$ cat src/hdl/tcc_pkg.sv
// Shared types, codes and the threshold table of the charge-temperature zone block.
// No dependencies; every module of the block imports this package.
`default_nettype none

package tcc_pkg;

  // Output zone codes.
  localparam logic [2:0] ZONE_LOW_ERR   = 3'd0;
  localparam logic [2:0] ZONE_LOW_WARN  = 3'd1;
  localparam logic [2:0] ZONE_HIGH_WARN = 3'd2;
  localparam logic [2:0] ZONE_HIGH_ERR  = 3'd3;
  localparam logic [2:0] ZONE_NORMAL    = 3'd4;

  // Source row codes.
  localparam logic [1:0] SRC_WIRED    = 2'd0;
  localparam logic [1:0] SRC_WIRELESS = 2'd1;
  localparam logic [1:0] SRC_BATT     = 2'd2;

  // Error LED event codes.
  localparam logic [1:0] LED_NONE = 2'd0;
  localparam logic [1:0] LED_ON   = 2'd1;
  localparam logic [1:0] LED_OFF  = 2'd2;

  // Configuration register indexes.
  localparam int unsigned CFG_IDX_W = 4;
  localparam logic [CFG_IDX_W-1:0] REG_WARN_CODE   = 4'd0;
  localparam logic [CFG_IDX_W-1:0] REG_NORMAL_CODE = 4'd1;

  localparam logic [3:0] RST_WARN_CODE   = 4'd7;
  localparam logic [3:0] RST_NORMAL_CODE = 4'd11;
  localparam logic [3:0] ERR_CURRENT     = 4'd0;

  // Threshold columns within one source row.
  localparam logic [2:0] COL_LE_IN  = 3'd0;
  localparam logic [2:0] COL_LE_OUT = 3'd1;
  localparam logic [2:0] COL_LW_IN  = 3'd2;
  localparam logic [2:0] COL_LW_OUT = 3'd3;
  localparam logic [2:0] COL_HW_IN  = 3'd4;
  localparam logic [2:0] COL_HW_OUT = 3'd5;
  localparam logic [2:0] COL_HE_IN  = 3'd6;
  localparam logic [2:0] COL_HE_OUT = 3'd7;

  // Integer thresholds in degrees C, one row per source.
  localparam logic [7:0] THR_WIRED [8] = '{8'd0, 8'd2, 8'd5, 8'd7, 8'd40, 8'd38, 8'd45, 8'd43};
  localparam logic [7:0] THR_WLESS [8] = '{8'd0, 8'd2, 8'd5, 8'd7, 8'd43, 8'd41, 8'd45, 8'd43};
  localparam logic [7:0] THR_BATT  [8] = '{8'd0, 8'd2, 8'd5, 8'd7, 8'd43, 8'd41, 8'd50, 8'd48};

  // One-hot zone state of the hysteresis machine.
  typedef enum logic [4:0] {
    ZS_LOW_ERR   = 5'b00001,
    ZS_LOW_WARN  = 5'b00010,
    ZS_HIGH_WARN = 5'b00100,
    ZS_HIGH_ERR  = 5'b01000,
    ZS_NORMAL    = 5'b10000
  } zone_state_t;

  // Current codes held in the configuration registers.
  typedef struct packed {
    logic [3:0] warn_code;
    logic [3:0] normal_code;
  } cfg_regs_t;

  // One result item.
  typedef struct packed {
    logic [2:0] zone;
    logic [1:0] source;
    logic       charging_enabled;
    logic [3:0] current_code;
    logic       current_changed;
    logic [1:0] error_led_event;
  } result_t;

  // Threshold lookup for one source row and column.
  function automatic logic [7:0] thr_deg(logic [1:0] src, logic [2:0] col);
    logic [7:0] val;
    case (src)
      SRC_WIRED:    val = THR_WIRED[col];
      SRC_WIRELESS: val = THR_WLESS[col];
      default:      val = THR_BATT[col];
    endcase
    return val;
  endfunction

  // Output code of a zone state.
  function automatic logic [2:0] zone_code(zone_state_t zs);
    logic [2:0] code;
    case (zs)
      ZS_LOW_ERR:   code = ZONE_LOW_ERR;
      ZS_LOW_WARN:  code = ZONE_LOW_WARN;
      ZS_HIGH_WARN: code = ZONE_HIGH_WARN;
      ZS_HIGH_ERR:  code = ZONE_HIGH_ERR;
      default:      code = ZONE_NORMAL;
    endcase
    return code;
  endfunction

  function automatic logic zone_is_err(zone_state_t zs);
    return (zs == ZS_LOW_ERR) || (zs == ZS_HIGH_ERR);
  endfunction

endpackage

`default_nettype wire

$ cat src/hdl/tcc_cfg_regs.sv
// Configuration register file holding the warning and normal current codes.
// Depends on tcc_pkg for register indexes, reset values and cfg_regs_t.
`default_nettype none

module tcc_cfg_regs
  import tcc_pkg::*;
(
  input  wire logic                 clk,
  input  wire logic                 rst,
  input  wire logic                 cfg_valid,
  output logic                      cfg_ready,
  input  wire logic [CFG_IDX_W-1:0] cfg_index,
  input  wire logic [3:0]           cfg_data,
  output cfg_regs_t                 regs
);

  // Writes are always taken; unknown indexes are dropped.
  assign cfg_ready = 1'b1;

  always_ff @(posedge clk) begin
    if (rst) begin
      regs.warn_code   <= RST_WARN_CODE;
      regs.normal_code <= RST_NORMAL_CODE;
    end else if (cfg_valid && cfg_ready) begin
      case (cfg_index)
        REG_WARN_CODE:   regs.warn_code   <= cfg_data;
        REG_NORMAL_CODE: regs.normal_code <= cfg_data;
        default: ;
      endcase
    end
  end

endmodule

`default_nettype wire

$ cat src/hdl/tcc_zone_logic.sv
// Next-zone, current reload and LED event logic for one temperature sample.
// Depends on tcc_pkg for zone states, threshold table and the result struct.
`default_nettype none

module tcc_zone_logic
  import tcc_pkg::*;
#(
  parameter int TEMP_FRAC_BITS = 8
) (
  input  wire logic signed [15:0] temp_q8,
  input  wire logic               wired_present,
  input  wire logic               wireless_present,
  input  zone_state_t             zone_state,
  input  wire logic [3:0]         current_reg,
  input  cfg_regs_t               regs,
  output zone_state_t             zone_state_next,
  output logic [3:0]              current_next,
  output result_t                 result
);

  logic [1:0]         src;
  logic               attached;
  logic signed [31:0] t_ext;
  logic [2:0]         col_a;
  logic [2:0]         col_b;
  logic signed [31:0] thr_a;
  logic signed [31:0] thr_b;
  logic               gt_a;
  logic               lt_a;
  logic               gt_b;
  logic               lt_b;
  logic [1:0]         led;

  // Source priority: wired, then wireless, then battery only.
  always_comb begin
    if (wired_present) begin
      src = SRC_WIRED;
    end else if (wireless_present) begin
      src = SRC_WIRELESS;
    end else begin
      src = SRC_BATT;
    end
  end

  assign attached = (src != SRC_BATT);
  assign t_ext    = {{16{temp_q8[15]}}, temp_q8};

  // Each zone checks at most two thresholds; pick their columns first.
  always_comb begin
    case (zone_state)
      ZS_LOW_ERR: begin
        col_a = COL_LE_OUT;
        col_b = COL_LE_OUT;
      end
      ZS_LOW_WARN: begin
        col_a = COL_LE_IN;
        col_b = COL_LW_OUT;
      end
      ZS_HIGH_WARN: begin
        col_a = COL_HW_OUT;
        col_b = COL_HE_IN;
      end
      ZS_HIGH_ERR: begin
        col_a = COL_HE_OUT;
        col_b = COL_HE_OUT;
      end
      default: begin
        col_a = COL_HW_IN;
        col_b = COL_LW_IN;
      end
    endcase
  end

  // Thresholds scaled to the sample's fixed-point format.
  assign thr_a = $signed({24'd0, thr_deg(src, col_a)}) <<< TEMP_FRAC_BITS;
  assign thr_b = $signed({24'd0, thr_deg(src, col_b)}) <<< TEMP_FRAC_BITS;
  assign gt_a  = (t_ext > thr_a);
  assign lt_a  = (t_ext < thr_a);
  assign gt_b  = (t_ext > thr_b);
  assign lt_b  = (t_ext < thr_b);

  // Hysteresis transitions with strict compares.
  always_comb begin
    case (zone_state)
      ZS_LOW_ERR: begin
        zone_state_next = gt_a ? ZS_LOW_WARN : ZS_LOW_ERR;
      end
      ZS_LOW_WARN: begin
        if (lt_a) begin
          zone_state_next = ZS_LOW_ERR;
        end else if (gt_b) begin
          zone_state_next = ZS_NORMAL;
        end else begin
          zone_state_next = ZS_LOW_WARN;
        end
      end
      ZS_HIGH_WARN: begin
        if (lt_a) begin
          zone_state_next = ZS_NORMAL;
        end else if (gt_b) begin
          zone_state_next = ZS_HIGH_ERR;
        end else begin
          zone_state_next = ZS_HIGH_WARN;
        end
      end
      ZS_HIGH_ERR: begin
        zone_state_next = lt_a ? ZS_HIGH_WARN : ZS_HIGH_ERR;
      end
      ZS_NORMAL: begin
        if (gt_a) begin
          zone_state_next = ZS_HIGH_WARN;
        end else if (lt_b) begin
          zone_state_next = ZS_LOW_WARN;
        end else begin
          zone_state_next = ZS_NORMAL;
        end
      end
      default: begin
        zone_state_next = ZS_NORMAL;
      end
    endcase
  end

  // The held current is reloaded only while a charger is attached.
  always_comb begin
    if (!attached) begin
      current_next = current_reg;
    end else if (zone_is_err(zone_state_next)) begin
      current_next = ERR_CURRENT;
    end else if (zone_state_next == ZS_NORMAL) begin
      current_next = regs.normal_code;
    end else begin
      current_next = regs.warn_code;
    end
  end

  // LED events fire only on zone changes into or out of an error zone.
  always_comb begin
    led = LED_NONE;
    if (zone_state_next != zone_state) begin
      if (zone_is_err(zone_state_next)) begin
        led = LED_ON;
      end else if (zone_is_err(zone_state)) begin
        led = LED_OFF;
      end
    end
  end

  assign result.zone             = zone_code(zone_state_next);
  assign result.source           = src;
  assign result.charging_enabled = attached && !zone_is_err(zone_state_next);
  assign result.current_code     = current_next;
  assign result.current_changed  = (current_next != current_reg);
  assign result.error_led_event  = led;

endmodule

`default_nettype wire

$ cat src/hdl/thermal_charge_current_fsm.sv
// Top level of the charge-temperature zone controller: input and result registers,
// zone and current state. Depends on tcc_pkg, tcc_cfg_regs and tcc_zone_logic.
//
// The block takes one temperature sample with two charger attach flags per
// request and returns one result per request: the new zone, the selected
// threshold row, whether charging is enabled, the held current code, a
// current-changed flag and an error LED event. It accepts one request every
// clock cycle while in_stall is low. A request waits in the input register
// until the result register is free; the zone compare logic then runs from the
// input register into the result register, and the zone and current state are
// updated at the edge that loads the result register. The result register
// frees while its result is taken, so a stall on the result side holds only
// once both registers are full. Configuration writes are always ready and
// should be made while no request is in flight.
`default_nettype none

module thermal_charge_current_fsm
  import tcc_pkg::*;
#(
  parameter int TEMP_FRAC_BITS = 8
) (
  input  wire logic                 clk,
  input  wire logic                 rst,
  // Sample channel.
  input  wire logic                 in_valid,
  output logic                      in_stall,
  input  wire logic signed [15:0]   temp_q8,
  input  wire logic                 wired_present,
  input  wire logic                 wireless_present,
  // Result channel.
  output logic                      out_valid,
  input  wire logic                 out_stall,
  output logic [2:0]                zone,
  output logic [1:0]                source,
  output logic                      charging_enabled,
  output logic [3:0]                current_code,
  output logic                      current_changed,
  output logic [1:0]                error_led_event,
  // Configuration channel.
  input  wire logic                 cfg_valid,
  output logic                      cfg_ready,
  input  wire logic [CFG_IDX_W-1:0] cfg_index,
  input  wire logic [3:0]           cfg_data
);

  cfg_regs_t          regs;
  logic               s1_valid;
  logic signed [15:0] s1_temp;
  logic               s1_wired;
  logic               s1_wireless;
  zone_state_t        zone_state;
  zone_state_t        zone_state_next;
  logic [3:0]         current_reg;
  logic [3:0]         current_next;
  result_t            result;
  logic               out_free;
  logic               advance;
  logic               in_accept;

  tcc_cfg_regs u_cfg (
    .clk       (clk),
    .rst       (rst),
    .cfg_valid (cfg_valid),
    .cfg_ready (cfg_ready),
    .cfg_index (cfg_index),
    .cfg_data  (cfg_data),
    .regs      (regs)
  );

  tcc_zone_logic #(
    .TEMP_FRAC_BITS (TEMP_FRAC_BITS)
  ) u_zone (
    .temp_q8          (s1_temp),
    .wired_present    (s1_wired),
    .wireless_present (s1_wireless),
    .zone_state       (zone_state),
    .current_reg      (current_reg),
    .regs             (regs),
    .zone_state_next  (zone_state_next),
    .current_next     (current_next),
    .result           (result)
  );

  // Handshake: the result register is free when empty or being taken.
  assign out_free  = !out_valid || !out_stall;
  assign advance   = s1_valid && out_free;
  assign in_stall  = s1_valid && !out_free;
  assign in_accept = in_valid && !in_stall;

  // Input register.
  always_ff @(posedge clk) begin
    if (rst) begin
      s1_valid <= 1'b0;
    end else if (in_accept) begin
      s1_valid <= 1'b1;
    end else if (advance) begin
      s1_valid <= 1'b0;
    end
  end

  always_ff @(posedge clk) begin
    if (in_accept) begin
      s1_temp     <= temp_q8;
      s1_wired    <= wired_present;
      s1_wireless <= wireless_present;
    end
  end

  // Zone and current state move together with the result register.
  always_ff @(posedge clk) begin
    if (rst) begin
      zone_state  <= ZS_NORMAL;
      current_reg <= 4'd0;
    end else if (advance) begin
      zone_state  <= zone_state_next;
      current_reg <= current_next;
    end
  end

  // Result register.
  always_ff @(posedge clk) begin
    if (rst) begin
      out_valid <= 1'b0;
    end else if (advance) begin
      out_valid <= 1'b1;
    end else if (out_free) begin
      out_valid <= 1'b0;
    end
  end

  always_ff @(posedge clk) begin
    if (advance) begin
      zone             <= result.zone;
      source           <= result.source;
      charging_enabled <= result.charging_enabled;
      current_code     <= result.current_code;
      current_changed  <= result.current_changed;
      error_led_event  <= result.error_led_event;
    end
  end

  // The shown result always reflects the state it produced.
  a_zone_matches_state: assert property (@(posedge clk) disable iff (rst)
    out_valid |-> (zone == zone_code(zone_state)))
    else $error("result zone differs from held zone state");

  a_current_matches_state: assert property (@(posedge clk) disable iff (rst)
    out_valid |-> (current_code == current_reg))
    else $error("result current differs from held current");

  // The input register only stalls when it is full.
  a_stall_needs_item: assert property (@(posedge clk) disable iff (rst)
    in_stall |-> s1_valid)
    else $error("input stalled with empty input register");

  // A turn-on event names an error zone and disables charging.
  a_led_on_in_error: assert property (@(posedge clk) disable iff (rst)
    (out_valid && (error_led_event == LED_ON)) |->
      (((zone == ZONE_LOW_ERR) || (zone == ZONE_HIGH_ERR)) && !charging_enabled))
    else $error("error LED turned on outside an error zone");

endmodule

`default_nettype wire

$ cat config.mk
export PLATFORM = sky130hd
export DESIGN_NAME = thermal_charge_current_fsm
export DESIGN_NICKNAME = d
export VERILOG_FILES = /design/src/hdl/tcc_pkg.sv /design/src/hdl/tcc_cfg_regs.sv /design/src/hdl/tcc_zone_logic.sv /design/src/hdl/thermal_charge_current_fsm.sv
export SDC_FILE = /design/constraint.sdc
export NUM_CORES = 1
export LEC_CHECK = 0
export BUFFER_PORTS_ARGS = -buffer_cell sky130_fd_sc_hd__buf_4
export CORE_UTILIZATION = 55
export CTS_BUF_LIST = sky130_fd_sc_hd__clkbuf_4
export DETAILED_ROUTE_END_ITERATION = 8
export GPL_TIMING_DRIVEN = 0
export PLACE_DENSITY = 0.86
export SYNTH_ARGS = -nofsm -noshare
export SYNTH_HDL_FRONTEND = slang
export SYNTH_SLANG_ARGS = --single-unit
$ cat constraint.sdc
create_clock -name clk -period 7.6 [get_ports clk]
set_input_delay 1.52 -clock clk [delete_from_list [all_inputs] [get_ports clk]]
set_output_delay 1.52 -clock clk [all_outputs]
set_load 0.01 [all_outputs]
Yosys cells after proc, flatten, opt, wreduce, memory -nomap -nowiden --
Memory sizes are Yosys's and may differ from the RTL's. Index checks and enable logic that the tools add are counted.
Storage, ports and cells: register bits 50, ROM bits 384, input bits 31, word-level logic and storage cells 102, memories kept 6
Memory list:
- (no name shown) | words 8, width 8, rd ports 1, clocked after Yosys merged registers in 0, write ports 0, line tcc_pkg.sv:79 | default: val = THR_BATT[col];
- (no name shown) | words 8, width 8, rd ports 1, clocked after Yosys merged registers in 0, write ports 0, line tcc_pkg.sv:77 | SRC_WIRED: val = THR_WIRED[col];
- (no name shown) | words 8, width 8, rd ports 1, clocked after Yosys merged registers in 0, write ports 0, line tcc_pkg.sv:79
- (no name shown) | words 8, width 8, rd ports 1, clocked after Yosys merged registers in 0, write ports 0, line tcc_pkg.sv:78 | SRC_WIRELESS: val = THR_WLESS[col];
- (no name shown) | words 8, width 8, rd ports 1, clocked after Yosys merged registers in 0, write ports 0, line tcc_pkg.sv:77
- (no name shown) | words 8, width 8, rd ports 1, clocked after Yosys merged registers in 0, write ports 0, line tcc_pkg.sv:78
Operators by class: magnitude comparators 6, equality and inequality tests 15, muxes and demuxes 37, bitwise gates (word level) 3, reduce and logical (&&, ||, !) cells 19
Operators with widths (count):
- two-way mux 8 bit | 12
- case mux 3 bit (4 select lines) | 3
- greater-than comparator 16 x 17 -> 1 bit | 2
- less-than comparator 16 x 17 -> 1 bit | 2
- case mux 8 bit (2 select lines) | 2
- two-way mux 5 bit | 5
- case mux 5 bit (5 select lines) | 1
- two-way mux 4 bit | 5
- equality test 5 x 1 -> 1 bit (second input constant) | 2
- equality test 5 x 2 -> 1 bit (second input constant) | 2
- equality test 5 x 3 -> 1 bit (second input constant) | 2
- equality test 5 x 4 -> 1 bit (second input constant) | 2
- equality test 5 bit (second input constant) | 2
- greater-or-equal comparator 4 bit (second input constant) | 2
- two-way mux 2 bit | 4
- NOT 3 -> 4 bit | 2
- zero test 1 bit | 5
- two-way mux 1 bit | 5
- != test 5 bit | 1
- equality test 4 x 1 -> 1 bit (second input constant) | 1
- logical AND 1 bit | 4
- zero test 4 bit | 1
- != test 4 bit | 1
- AND reduction 2 bit | 2
- other kinds (7) | 10

Logic depth before layout (Yosys ltp) --
depth after elaboration 16, mapped depth 20, depth with buffers taken out 19

Modules after synthesis --
A second synthesis with hierarchy kept.
Unflattened totals: cell total of the unflattened synthesis 292, area, all modules 2934.1 um^2
By module, submodules not included:
- thermal_charge_current_fsm | times used 1, cells an instance 80, area an instance 1408.9 um^2, seq. area each 1151.1 um^2
- tcc_zone_logic | times used 1, cells an instance 176, area an instance 1163.6 um^2, seq. area each 0.0 um^2
- tcc_cfg_regs | times used 1, cells an instance 36, area an instance 361.6 um^2, seq. area each 160.2 um^2

Least setup slack after synthesis --
Ideal clock, no wire load.
path type register to register, from register zone_state[4], to register current_changed (data pin), library setup time 0.273 ns, arrival 4.111 ns, data required time 7.327 ns, setup slack 3.216 ns, stages on the path, launching flop included 20, buffers on the path 1, period minus slack after synthesis 4.384 ns, cell sequence dfxtp_1 > clkbuf_1 > or3_1 > nor2_1 > nor2_1 > inv_1 > nor2_1 > ha_1 > nor2_1 > a21oi_1 > o22ai_1 > ha_1 > and4_1 > and4_1 > a211oi_1 > nor3_1 > o31a_1 > o21ba_1 > o41ai_2 > o211ai_1
RTL lines:
- start: declaration | line thermal_charge_current_fsm.sv:51 | zone_state_t zone_state;
- start signal: assignment | line thermal_charge_current_fsm.sv:115 | zone_state <= zone_state_next;
- end signal: assignment | line thermal_charge_current_fsm.sv:137 | current_changed <= result.current_changed;
- end: declaration | line thermal_charge_current_fsm.sv:37 | output logic current_changed,

==> qor.txt <==
Hold Crit Depth = 1
CP arrival = 5.45 ns
Fillcell total = 396
Final WS setup = 2.29 ns
Crit path capture type = register
Final wirelength = 6.07 mm
Max Clock Freq = 188 MHz
EDFF count, synth = 31
Fraction of the yosys area taken by sequential cells = 45.8%
Worst vdd ir = 0.133 mV
Largest register FFs = 16
Nets = 389
R2r startpoint = zone_state[4]
DRC = 0
Hold Buf Count CTS = 0
Area delta synth->final = 17.6%
CTS tree = done
Syn Inst Count = 286
Total setup buffers inserted after CTS = 0
Initial Util = 58.7%
H-Tree Depth = 2
Diode count = 0
Clk root buf = clkbuf_4
Detailed-router iteration count before antenna repair = 4
Hold Crit Start = u_cfg.regs[0]
Via count = 2378
Clk Latency, worst-skew pair = 0.39 ns
First-pass GRT wire length = 10.1 mm
Crit share post-route = 69.9%
Antenna Violating Nets Remaining = 0
Seq cells post-synth = 50
R2r endpoint = current_changed
Crit path kind = reg -> reg
Gr ovfl total = 0
Largest Register = s1_temp
Synth async-reset ratio = 0%
Post-cts resize count = 0
Final Instance Count excl. Fillers = 405
Max_slew headroom = 31.9%
IO Count = 47
WL per Instance = 15.0 um
Leak = 1.34 nW
Syn_area_per_cell = 10.0 um2
R2R cell count = 19
Dpl cells = 397
Clock buffer count from CTS = 5
Layout cell share with drive strength beyond 1 = 19.2%
Pre-CTS setup slack = 2.37 ns
Height of the die = 74.2 um
Critical Path RT = 7.74 ns
Hold Path Class = reg -> reg
Chip width = 74.2 um
YS warnings = 0
Largest net degree at the start of global routing = 23
GPL Wtd Cong = 0.894
Port Buf Inserts = 44
Final HPWL DP = 4.57 mm
Vias in the first global route = 2205
Min Tclk post-route = 5.31 ns
Sequential Area = 1310 um2
Commonest non-fill, non-tap cell in the layout = buf_4
Startpoint types = register
Maximum clock path buffer count = 2
Finish-stage setup viols = 0
Worst-path clk slew = 0.15 ns
Core area = 4880 um2
Slew @ Worst Pin = 1.02 ns
Area of the multi-input gates = 1480 um2
Total GRT Usage = 24.8%
Max Slew Vio Count = 0
DRT iter0 DRCs = 280
Antenna violations before repair = 0
Final setup TNS = 0 ns
Cell Pwr Density = 174 nW/um2
Post-Syn Area = 2860 um2
Hold EP = u_cfg.regs[0]
Unique masters post-synth = 51
Final Hold Vio Count = 0
Setup Skew = 0.0197 ns
Via density per instance = 5.87
Row Count = 25
Syn Nets = 338
Most frequent cells in the layout = 45 x buf_4, 32 x nor2_1, 31 x edfxtp_1
Number of clock sinks = 50
Main synth FF type = edfxtp_1
Unrepaired setup endpoints after global routing = false
Total die area = 5500 um2
Reg2reg setup slack = 2.29 ns
Outcome = complete, no violations
Worst-path fanout max = 9
Largest regs = s1_temp x16, u_cfg.regs x8, zone_state x5
Max-Cap Viols = 0
stage by stage:
stage | util, % | hold slack [ns] | area (um2) | total power, W
3_5_place_dp | 67.2 | 0.458 | 3280 | 0.000429
2_1_floorplan | - | 0.436 | 2860 | 0.000391
5_1_grt | 69.0 | 0.542 | 3370 | 0.000612
3_3_place_gp | 67.2 | 0.450 | 3280 | 0.000425
4_1_cts | 68.9 | 0.495 | 3360 | 0.000588
6_report | 69.0 | 0.495 | 3370 | 0.000586
metal layers:
metal | GRT usage (%) | wire length (um) | vias to the layer above
li1 | - | - | 1183
met1 | 32.8 | 2720 | 1092
met2 | 41.3 | 2900 | 91
met3 | 4.07 | 342 | 12
met4 | 8.76 | 110 | 0
met5 | 0 | 0 | -
report_power, final:
part | switching [W] | internal, W | leakage (nW)
sequential | 0.00000885 | 0.000306 | 0.453
combinational | 0.0000593 | 0.0000502 | 0.848
clock | 0.0000904 | 0.0000715 | 0.0433
worst max path at each step:
stage	from	to	slack (ns)	depth (start not counted)
after floorplan	zone_state[4]	current_changed	3.22	19
after global placement	zone_state[4]	current_changed	2.49	19
after detailed placement	zone_state[4]	current_changed	2.37	19
after CTS	zone_state[4]	current_changed	2.35	19
after global routing	zone_state[4]	current_changed	1.88	19
final	zone_state[4]	current_changed	2.29	19
logic make-up after synthesis:
logic type               count (synthesis)  share of synthesized area [%]
AO/OA/AOI/OAI                           76                           18.9
AND/OR/NAND/NOR                        116                           21.5
other                                    1                          0.131
XOR/XNOR                                 1                          0.306
multiplexers                             5                           1.75
flip-flops                              50                           45.8
adder cells (fa/ha/maj)                 21                           9.17
buffers and inverters                   16                           2.49
critical path: stages, from the launching register on:
cell	delay [ns]
dfxtp_1	0.33
clkbuf_1	0.19
or3_1	0.42
nor2_1	0.45
nor2_1	0.28
inv_1	0.20
nor2_1	0.08
ha_1	0.28
nor2_1	0.10
a21oi_1	0.07
o22ai_1	0.20
ha_1	0.27
and4_1	0.21
and4_1	0.23
a211oi_1	0.50
nor3_1	0.21
o31a_1	0.35
o21ba_1	0.19
o41ai_2	0.36
o211ai_1	0.14
final cells by class:
type	instances	area share (%)
sequential	50	38.9
tap	67	2.49
buffer	9	1.34
multi-input combinational	220	44.1
clock buffer	5	1.11
timing repair buffer	44	9.81
inverter	7	0.780
clock inverter	3	1.45
cell usage after synthesis, drive strengths merged, types with 6 or more instances:
cell | count | area (um2)
nand2b | 6 | 37.5
nand2 | 23 | 86.3
and4 | 6 | 52.6
edfxtp | 31 | 931
inv | 7 | 26.3
dfxtp | 19 | 380
ha | 21 | 263
a21oi | 21 | 105
nor3 | 11 | 60.1
nor2 | 32 | 120
o21ai | 9 | 45.0
a211o | 9 | 78.8
nor2b | 9 | 56.3
Note: power is estimated with default switching activity, not from simulation.
